[config.mk]
export PLATFORM = sky130hd
export DESIGN_NAME = wildcard_name_match_flat
export DESIGN_NICKNAME = d
export VERILOG_FILES = /design/src/hw/rtl/wnm_pkg.sv /design/src/hw/rtl/wnm_in_if.sv /design/src/hw/rtl/wnm_out_if.sv /design/src/hw/rtl/wnm_ram.sv /design/src/hw/rtl/wnm_cell.sv /design/src/hw/rtl/wildcard_name_match.sv /design/src/flat_wrapper.sv
export SDC_FILE = /design/constraint.sdc
export NUM_CORES = 2
export LEC_CHECK = 0
export BUFFER_PORTS_ARGS = -buffer_cell sky130_fd_sc_hd__clkbuf_2
export CAP_MARGIN = 15
export CORE_MARGIN = 2
export CORE_UTILIZATION = 45
export DETAILED_ROUTE_END_ITERATION = 6
export PLACE_DENSITY = 0.63
export REMOVE_ABC_BUFFERS = 1
export SYNTH_ARGS = -nofsm -noshare
export SYNTH_HDL_FRONTEND = slang
export SYNTH_HIERARCHICAL = 1
export SYNTH_SLANG_ARGS = --single-unit
[constraint.sdc]
create_clock -name clk -period 21.7 [get_ports clk]
set_input_delay 3.255 -clock clk [delete_from_list [all_inputs] [get_ports clk]]
set_output_delay 3.255 -clock clk [all_outputs]
set_load 0.01 [all_outputs]
[src/hw/rtl/wnm_pkg.sv]
// shared sizes, character codes, types and helpers of the wildcard name matcher
package wnm_pkg;

	localparam int MAX_PATTERN = 64;
	localparam int MAX_NAME = 256;

	localparam int CHAR_W = 8;
	localparam int ACTION_W = 2;

	localparam int PAT_CNT_W = $clog2(MAX_PATTERN + 1);
	localparam int NAME_CNT_W = $clog2(MAX_NAME + 1);
	localparam int NAME_AW = (MAX_NAME > 1) ? $clog2(MAX_NAME) : 1;

	localparam logic [CHAR_W-1:0] CH_ONE = 8'h3F;
	localparam logic [CHAR_W-1:0] CH_ANY = 8'h2A;
	localparam logic [CHAR_W-1:0] CH_DOT = 8'h2E;

	localparam logic [CHAR_W-1:0] UPPER_FIRST = 8'h41;
	localparam logic [CHAR_W-1:0] UPPER_LAST = 8'h5A;
	localparam logic [CHAR_W-1:0] CASE_OFFSET = 8'h20;

	typedef enum logic [ACTION_W-1:0] {
		ACT_CLEAR   = 2'd0,
		ACT_PATTERN = 2'd1,
		ACT_NAME    = 2'd2,
		ACT_END     = 2'd3
	} action_t;

	typedef enum logic {
		ST_IDLE,
		ST_EVAL
	} state_t;

	// broadcast controls for the cell row
	typedef struct packed {
		logic clear;
		logic append;
		logic tail_char;
		logic init;
		logic step;
	} cell_ctl_t;

	// what one cell hands to its right-hand neighbor
	typedef struct packed {
		logic taken;
		logic st;
		logic pre;
	} cell_link_t;

	// ascii upper case folds to lower case, everything else unchanged
	function automatic logic [CHAR_W-1:0] fold(input logic [CHAR_W-1:0] c);
		if (c >= UPPER_FIRST && c <= UPPER_LAST) begin
			return c + CASE_OFFSET;
		end
		return c;
	endfunction

endpackage

[src/hw/rtl/wnm_in_if.sv]
// input channel of the wildcard name matcher: action and character
interface wnm_in_if import wnm_pkg::*; ();
	logic                valid;
	logic                ready;
	logic [ACTION_W-1:0] action;
	logic [CHAR_W-1:0]   char_code;

	modport source (output valid, output action, output char_code, input ready);
	modport sink (input valid, input action, input char_code, output ready);
endinterface

[src/hw/rtl/wnm_out_if.sv]
// result channel of the wildcard name matcher: match and overflow flags
interface wnm_out_if ();
	logic valid;
	logic ready;
	logic is_match;
	logic overflowed;

	modport source (output valid, output is_match, output overflowed, input ready);
	modport sink (input valid, input is_match, input overflowed, output ready);
endinterface

[src/hw/rtl/wnm_ram.sv]
// generic single-port-write, registered-read ram
module wnm_ram #(
	parameter int WIDTH = 8,
	parameter int DEPTH = 256,
	localparam int AW = (DEPTH > 1) ? $clog2(DEPTH) : 1
) (
	input  logic             clk,
	input  logic             wr_en,
	input  logic [AW-1:0]    wr_addr,
	input  logic [WIDTH-1:0] wr_data,
	input  logic             rd_en,
	input  logic [AW-1:0]    rd_addr,
	output logic [WIDTH-1:0] rd_data
);

	logic [WIDTH-1:0] mem [DEPTH];

	always_ff @(posedge clk) begin
		if (wr_en) begin
			mem[wr_addr] <= wr_data;
		end
		if (rd_en) begin
			rd_data <= mem[rd_addr];
		end
	end

endmodule

[src/hw/rtl/wnm_cell.sv]
// one pattern position: stored character, occupancy, tail mask and match state
module wnm_cell import wnm_pkg::*; (
	input  logic              clk,
	input  logic              arst_n,
	input  cell_ctl_t         ctl,
	input  logic [CHAR_W-1:0] pat_char,
	input  logic [CHAR_W-1:0] name_char,
	input  cell_link_t        left,
	output cell_link_t        right,
	output logic              hit
);

	logic              taken_q;
	logic              mask_q;
	logic              st_q;
	logic [CHAR_W-1:0] pc_q;

	logic wr_here;
	logic is_star;
	logic is_one;
	logic same;
	logic pre;
	logic pre_eff;
	logic st_d;

	// first free cell takes the appended character
	assign wr_here = ctl.append & left.taken & ~taken_q;

	assign is_star = (pc_q == CH_ANY);
	assign is_one  = (pc_q == CH_ONE);
	assign same    = (fold(pc_q) == fold(name_char));

	// state before star closure: advance from left, or a star swallows the char
	assign pre     = (left.st & ~is_star & (is_one | same)) | (st_q & is_star);
	assign pre_eff = ctl.init ? 1'b0 : pre;
	// a star may also match nothing: pass the left position through
	assign st_d    = pre_eff | (left.pre & is_star);

	always_ff @(posedge clk or negedge arst_n) begin
		if (!arst_n) begin
			taken_q <= 1'b0;
			mask_q  <= 1'b0;
			st_q    <= 1'b0;
		end else begin
			if (ctl.clear) begin
				taken_q <= 1'b0;
				mask_q  <= 1'b0;
			end else if (wr_here) begin
				taken_q <= 1'b1;
				mask_q  <= 1'b1;
			end else if (ctl.append && taken_q && !ctl.tail_char) begin
				mask_q <= 1'b0;
			end
			if (ctl.init || ctl.step) begin
				st_q <= st_d;
			end
		end
	end

	always_ff @(posedge clk) begin
		if (wr_here) begin
			pc_q <= pat_char;
		end
	end

	assign right = '{taken: taken_q, st: st_q, pre: pre_eff};
	assign hit   = st_q & mask_q;

endmodule

[src/hw/rtl/wildcard_name_match.sv]
// top level of the wildcard name matcher: control, name ram and the cell row
// clear, pattern and name transfers are taken one per cycle while no name is being matched
// an end transfer feeds the stored name through the cell row, then registers the result once the output is free
// the cell row takes one name byte a cycle from the name ram
// no input is taken while a name is being matched
// reset empties pattern and name, clears the overflow flag; the stores keep old data
module wildcard_name_match import wnm_pkg::*; (
	input logic      clk,
	input logic      arst_n,
	wnm_in_if.sink   item,
	wnm_out_if.source result
);

	// control registers
	state_t                 state_q;
	state_t                 state_d;
	logic [PAT_CNT_W-1:0]   pcnt_q;       // pattern chars taken, counting collapsed stars
	logic                   last_star_q;  // last pattern char was a star
	logic [NAME_CNT_W-1:0]  nlen_q;       // name chars stored
	logic                   ovf_q;        // sticky drop flag
	logic                   a0_q;         // match state of the empty pattern prefix
	logic                   mask0_q;      // empty prefix is followed by tail chars only
	logic [NAME_CNT_W-1:0]  rem_q;        // name chars still to feed
	logic [NAME_AW-1:0]     rd_ptr_q;

	// output register
	logic out_valid_q;
	logic match_q;
	logic out_ovf_q;

	action_t               act;
	logic                  in_fire;
	logic                  is_any_c;
	logic                  tail_c;
	logic                  pat_fire;
	logic                  pat_room;
	logic                  pat_store;
	logic                  name_fire;
	logic                  name_room;
	logic                  name_wr;
	logic                  clear_fire;
	logic                  end_fire;
	logic                  feeding;
	logic                  out_free;
	logic                  finish;
	logic [NAME_AW-1:0]    rd_addr;
	logic [CHAR_W-1:0]     name_char;
	logic                  hit_any;

	cell_ctl_t                 ctl;
	cell_link_t                link [MAX_PATTERN+1];
	logic [MAX_PATTERN-1:0]    hits;
	logic [MAX_PATTERN-1:0]    taken_vec;

	// input decode
	assign act       = action_t'(item.action);
	assign item.ready = (state_q == ST_IDLE);
	assign in_fire   = item.valid & item.ready;

	assign is_any_c  = (item.char_code == CH_ANY);
	assign tail_c    = is_any_c | (item.char_code == CH_DOT);

	assign clear_fire = in_fire && (act == ACT_CLEAR);
	assign pat_fire   = in_fire && (act == ACT_PATTERN);
	assign name_fire  = in_fire && (act == ACT_NAME);
	assign end_fire   = in_fire && (act == ACT_END);

	assign pat_room  = (pcnt_q < PAT_CNT_W'(MAX_PATTERN));
	// a star right after a star is counted but not stored: one cell per star run
	assign pat_store = pat_fire && pat_room && !(is_any_c && last_star_q);
	assign name_room = (nlen_q < NAME_CNT_W'(MAX_NAME));
	assign name_wr   = name_fire && name_room;

	// evaluation: one name byte per cycle into the row, then the tail check
	assign feeding  = (state_q == ST_EVAL) && (rem_q != '0);
	assign out_free = !out_valid_q || result.ready;
	assign finish   = (state_q == ST_EVAL) && (rem_q == '0) && out_free;

	// the end transfer starts the read of the first name byte
	assign rd_addr = end_fire ? '0 : rd_ptr_q;

	wnm_ram #(
		.WIDTH (CHAR_W),
		.DEPTH (MAX_NAME)
	) u_name_ram (
		.clk     (clk),
		.wr_en   (name_wr),
		.wr_addr (nlen_q[NAME_AW-1:0]),
		.wr_data (item.char_code),
		.rd_en   (end_fire | feeding),
		.rd_addr (rd_addr),
		.rd_data (name_char)
	);

	// row controls, broadcast to every cell
	assign ctl = '{
		clear:     clear_fire,
		append:    pat_store,
		tail_char: tail_c,
		init:      end_fire,
		step:      feeding
	};

	// left end of the row: always occupied, empty-prefix state, seed on init
	assign link[0] = '{taken: 1'b1, st: a0_q, pre: end_fire};

	for (genvar i = 0; i < MAX_PATTERN; i++) begin : g_cell
		wnm_cell u_cell (
			.clk       (clk),
			.arst_n    (arst_n),
			.ctl       (ctl),
			.pat_char  (item.char_code),
			.name_char (name_char),
			.left      (link[i]),
			.right     (link[i+1]),
			.hit       (hits[i])
		);
		assign taken_vec[i] = link[i+1].taken;
	end

	// the name matches if any live position is followed only by tail chars
	assign hit_any = (a0_q & mask0_q) | (|hits);

	// state machine
	always_ff @(posedge clk or negedge arst_n) begin
		if (!arst_n) begin
			state_q <= ST_IDLE;
		end else begin
			state_q <= state_d;
		end
	end

	always_comb begin
		state_d = state_q;
		case (state_q)
			ST_IDLE: begin
				if (end_fire) begin
					state_d = ST_EVAL;
				end
			end
			ST_EVAL: begin
				if (finish) begin
					state_d = ST_IDLE;
				end
			end
			default: begin
				state_d = ST_IDLE;
			end
		endcase
	end

	// pattern, name and evaluation bookkeeping
	always_ff @(posedge clk or negedge arst_n) begin
		if (!arst_n) begin
			pcnt_q      <= '0;
			last_star_q <= 1'b0;
			nlen_q      <= '0;
			ovf_q       <= 1'b0;
			a0_q        <= 1'b0;
			mask0_q     <= 1'b1;
			rem_q       <= '0;
			rd_ptr_q    <= '0;
		end else begin
			if (clear_fire) begin
				pcnt_q      <= '0;
				last_star_q <= 1'b0;
				mask0_q     <= 1'b1;
			end else if (pat_fire && pat_room) begin
				pcnt_q      <= pcnt_q + PAT_CNT_W'(1);
				last_star_q <= is_any_c;
				if (!tail_c) begin
					mask0_q <= 1'b0;
				end
			end

			// sticky until the pattern is cleared
			if (clear_fire) begin
				ovf_q <= 1'b0;
			end else if ((pat_fire && !pat_room) || (name_fire && !name_room)) begin
				ovf_q <= 1'b1;
			end

			if (end_fire) begin
				nlen_q   <= '0;
				rem_q    <= nlen_q;
				rd_ptr_q <= NAME_AW'(1);
				a0_q     <= 1'b1;
			end else if (feeding) begin
				rem_q    <= rem_q - NAME_CNT_W'(1);
				rd_ptr_q <= rd_ptr_q + NAME_AW'(1);
				a0_q     <= 1'b0;
			end else if (name_wr) begin
				nlen_q <= nlen_q + NAME_CNT_W'(1);
			end
		end
	end

	// result register: holds the result until its transfer
	always_ff @(posedge clk or negedge arst_n) begin
		if (!arst_n) begin
			out_valid_q <= 1'b0;
		end else if (finish) begin
			out_valid_q <= 1'b1;
		end else if (result.ready) begin
			out_valid_q <= 1'b0;
		end
	end

	always_ff @(posedge clk) begin
		if (finish) begin
			match_q   <= hit_any;
			out_ovf_q <= ovf_q;
		end
	end

	assign result.valid      = out_valid_q;
	assign result.is_match   = match_q;
	assign result.overflowed = out_ovf_q;

	// an end transfer starts an evaluation over exactly the stored name
	a_end_loads: assert property (@(posedge clk) disable iff (!arst_n)
		end_fire |=> (state_q == ST_EVAL) && (rem_q == $past(nlen_q)))
		else $error("evaluation did not start with the stored name length");

	// cells fill from the left with no gaps
	a_fill_order: assert property (@(posedge clk) disable iff (!arst_n)
		((taken_vec >> 1) & ~taken_vec) == '0)
		else $error("cell row occupancy has a gap");

	// stored cells never outnumber the pattern chars taken
	a_fill_count: assert property (@(posedge clk) disable iff (!arst_n)
		$countones(taken_vec) <= pcnt_q)
		else $error("more cells occupied than pattern chars taken");

	// a finished evaluation shows up at the output with the current overflow flag
	a_finish_out: assert property (@(posedge clk) disable iff (!arst_n)
		finish |=> result.valid && (result.overflowed == $past(ovf_q)))
		else $error("finished evaluation not presented at the output");

endmodule

[src/flat_wrapper.sv]
// flat-port wrapper written by rule: the top's interface ports become plain ports
module wildcard_name_match_flat import wnm_pkg::*;
  (clk, arst_n, item_valid, item_action, item_char_code, item_ready, result_valid, result_is_match, result_overflowed, result_ready);
  wnm_in_if item_i ();
  wnm_out_if result_i ();
  input logic clk;
  input logic arst_n;
  input wire logic [$bits(item_i.valid)-1:0] item_valid;
  input wire logic [$bits(item_i.action)-1:0] item_action;
  input wire logic [$bits(item_i.char_code)-1:0] item_char_code;
  output wire logic [$bits(item_i.ready)-1:0] item_ready;
  output wire logic [$bits(result_i.valid)-1:0] result_valid;
  output wire logic [$bits(result_i.is_match)-1:0] result_is_match;
  output wire logic [$bits(result_i.overflowed)-1:0] result_overflowed;
  input wire logic [$bits(result_i.ready)-1:0] result_ready;
  assign item_i.valid = item_valid;
  assign item_i.action = item_action;
  assign item_i.char_code = item_char_code;
  assign item_ready = item_i.ready;
  assign result_valid = result_i.valid;
  assign result_is_match = result_i.is_match;
  assign result_overflowed = result_i.overflowed;
  assign result_i.ready = result_ready;
  wildcard_name_match u_core (.clk(clk), .arst_n(arst_n), .item(item_i), .result(result_i));
endmodule
==> impl_metrics.tcl <==
set metrics [dict create \
    status "completed" \
    vdd_ir_drop_max_mv 0.1476 \
    fp.dieH_um 550.5 \
    clock_path_buffers 4 \
    syn-instance-count 9541 \
    clk_latency_ns 0.87 \
    grt_max_degree 230 \
    grt_overflow 0 \
    fin_hold_ws_ns 0.4758 \
    power.density_nw_per_um2 108.9 \
    slowest_stage "buf_4" \
    start_kind "input pin" \
    drt-pass1-iter-count 6 \
    num_vias 86470 \
    gp_congestion 0.8430 \
    dp.cells 13210 \
    cp-startpoint "item_action[0]" \
    cts_tree "done" \
    cts_hold_buffers 0 \
    worst_slew_pin_slew_ns 1.315 \
    crit_fanout 90 \
    worstPathArrival_ns 8.68 \
    via_per_inst 6.298 \
    avgSynthCellArea_sq_um 14.09 \
    fin_crit_ns 8.098 \
    drive_gt1_share_pct 16.19 \
    tns_ns 0 \
    register_area_sq_um 82960 \
    yosys_warnings 6 \
    dp_slack_ns 12.60 \
    hold_viol_final 0 \
    syn2layout_area_growth_pct 9.554 \
    r2r-start "u_core/state_q$_DFF_PN0_" \
    rsz0062_at_grt "false" \
    rows 200 \
    clkSinkCount 2801 \
    cts_buffers 294 \
    netlist_area_sq_um 134400 \
    endpoint_kind "register" \
    drc 0 \
    htreeDepth 5 \
    critPathKind "in -> reg" \
    die_area_sq_um 303100 \
    min_path_type "reg -> reg" \
    cts_root_buf "clkbuf_16" \
    multi_input_area_sq_um 47910 \
    path_clk_slew_ns 0.06 \
    start_util_pct 45.25 \
    setup_ws_ns 13.60 \
    layout_common_cells "edfxtp_1, nor2_1, mux4_2" \
    slew_headroom_pct 11.54 \
    crit_chain "clkbuf_2, nand4b_1, buf_4, and2_4, buf_12, buf_4, buf_4, mux4_2, a22oi_1, a21oi_1, nor3_1, nor4_1" \
    cpMostUsedCell "buf_4" \
    antenna_found_initial 13 \
    skew_ns 0.06499 \
    final_common_cell "edfxtp_1" \
    grtUsageTotal_pct 22.63 \
    cp_top_family "buffers and inverters" \
    leakage_nw 47.68 \
    max_clock_freq_ghz 0.1235 \
    setup_viol 0 \
    cts_setup_buffers 0 \
    dr.first_iter.drc_count 8758 \
    maxSlewViolCount 0 \
    totalWireLength_um 350800 \
    grt_pass1_wl_um 523700 \
    slowest_delay_ns 0.82 \
    fin_cells 13730 \
    fin_nets 9711 \
    wl_per_cell_um 25.55 \
    fill_cells 24730 \
    grt_pass1_vias 84000 \
    required_ns 22.29 \
    ios 18 \
    die_w_um 550.5 \
    min-delay-start "u_core/ovf_q$_DFFE_PN0P_" \
    max-cap-violations 0 \
    postCtsResizedCells 0 \
    dpl.hpwl_um 208700 \
    fin_crit_sh_pct 37.32 \
    path_buf_inv 5 \
    port-buffer-count 17 \
    core_area_sq_um 297000 \
    ant_nets 0 \
]
cell type report:
cell class	instances	area share [%]
clock buffer	371	5.368
timing repair buffer	155	0.9321
clock inverter	147	0.9406
sequential	2801	56.33
multi-input combinational	6106	32.53
antenna	5	0.008497
inverter	207	0.5370
tap	3939	3.347
final timing paths:
kind	cells past startpoint	slack (ns)	endpoint
worst max-delay path	12	13.60	u_core/u_name_ram/rd_data[3]$_DFFE_PP_
worst min-delay path	0	0.48	u_core/result.overflowed$_DFFE_PP_
worst max register to register	11	15.52	u_core/u_name_ram/rd_data[3]$_DFFE_PP_
worst min register to register	0	0.48	u_core/result.overflowed$_DFFE_PP_
max in group asynchronous	3	17.27	u_core/g_cell[22].u_cell/taken_q$_DFFE_PN0P_
min in group asynchronous	1	2.46	u_core/g_cell[45].u_cell/st_q$_DFFE_PN0P_
sequential cells by signal, indices dropped and copies added (netlist names), 7 cells and up:
register / cells
u_core/g_cell.u_cell/pc_q: 512
u_core/u_name_ram/mem: 2048
u_core/g_cell.u_cell/taken_q: 64
u_core/rd_ptr_q: 8
u_core/rem_q: 9
u_core/nlen_q: 9
u_core/g_cell.u_cell/st_q: 64
u_core/g_cell.u_cell/mask_q: 64
u_core/u_name_ram/rd_data: 8
u_core/pcnt_q: 7
where the power goes:
part,internal (W),switching (W)
registers,0.00594,0.0000543
logic,0.00191,0.00322
clock network,0.00286,0.00206
metrics by stage:
| step | power, W | instance area [sq um] | utilization, % |
|---|---|---|---|
| floorplan | 0.01158 | 131500 | - |
| global placement | 0.01108 | 137900 | 46.44 |
| detailed placement | 0.01120 | 137900 | 46.44 |
| CTS | 0.01610 | 147200 | 49.57 |
| global route | 0.01669 | 147300 | 49.57 |
| finish | 0.01604 | 147300 | 49.58 |
per-layer routing:
metal / global-route usage (%) / vias up / wire (um)
li1: - / 37940 / -
met1: 31.16 / 44240 / 145000
met2: 36.94 / 3551 / 167100
met3: 2.946 / 731 / 25980
met4: 8.091 / 8 / 12680
met5: 0 / - / 57
Power figures use the tool's default switching activity.
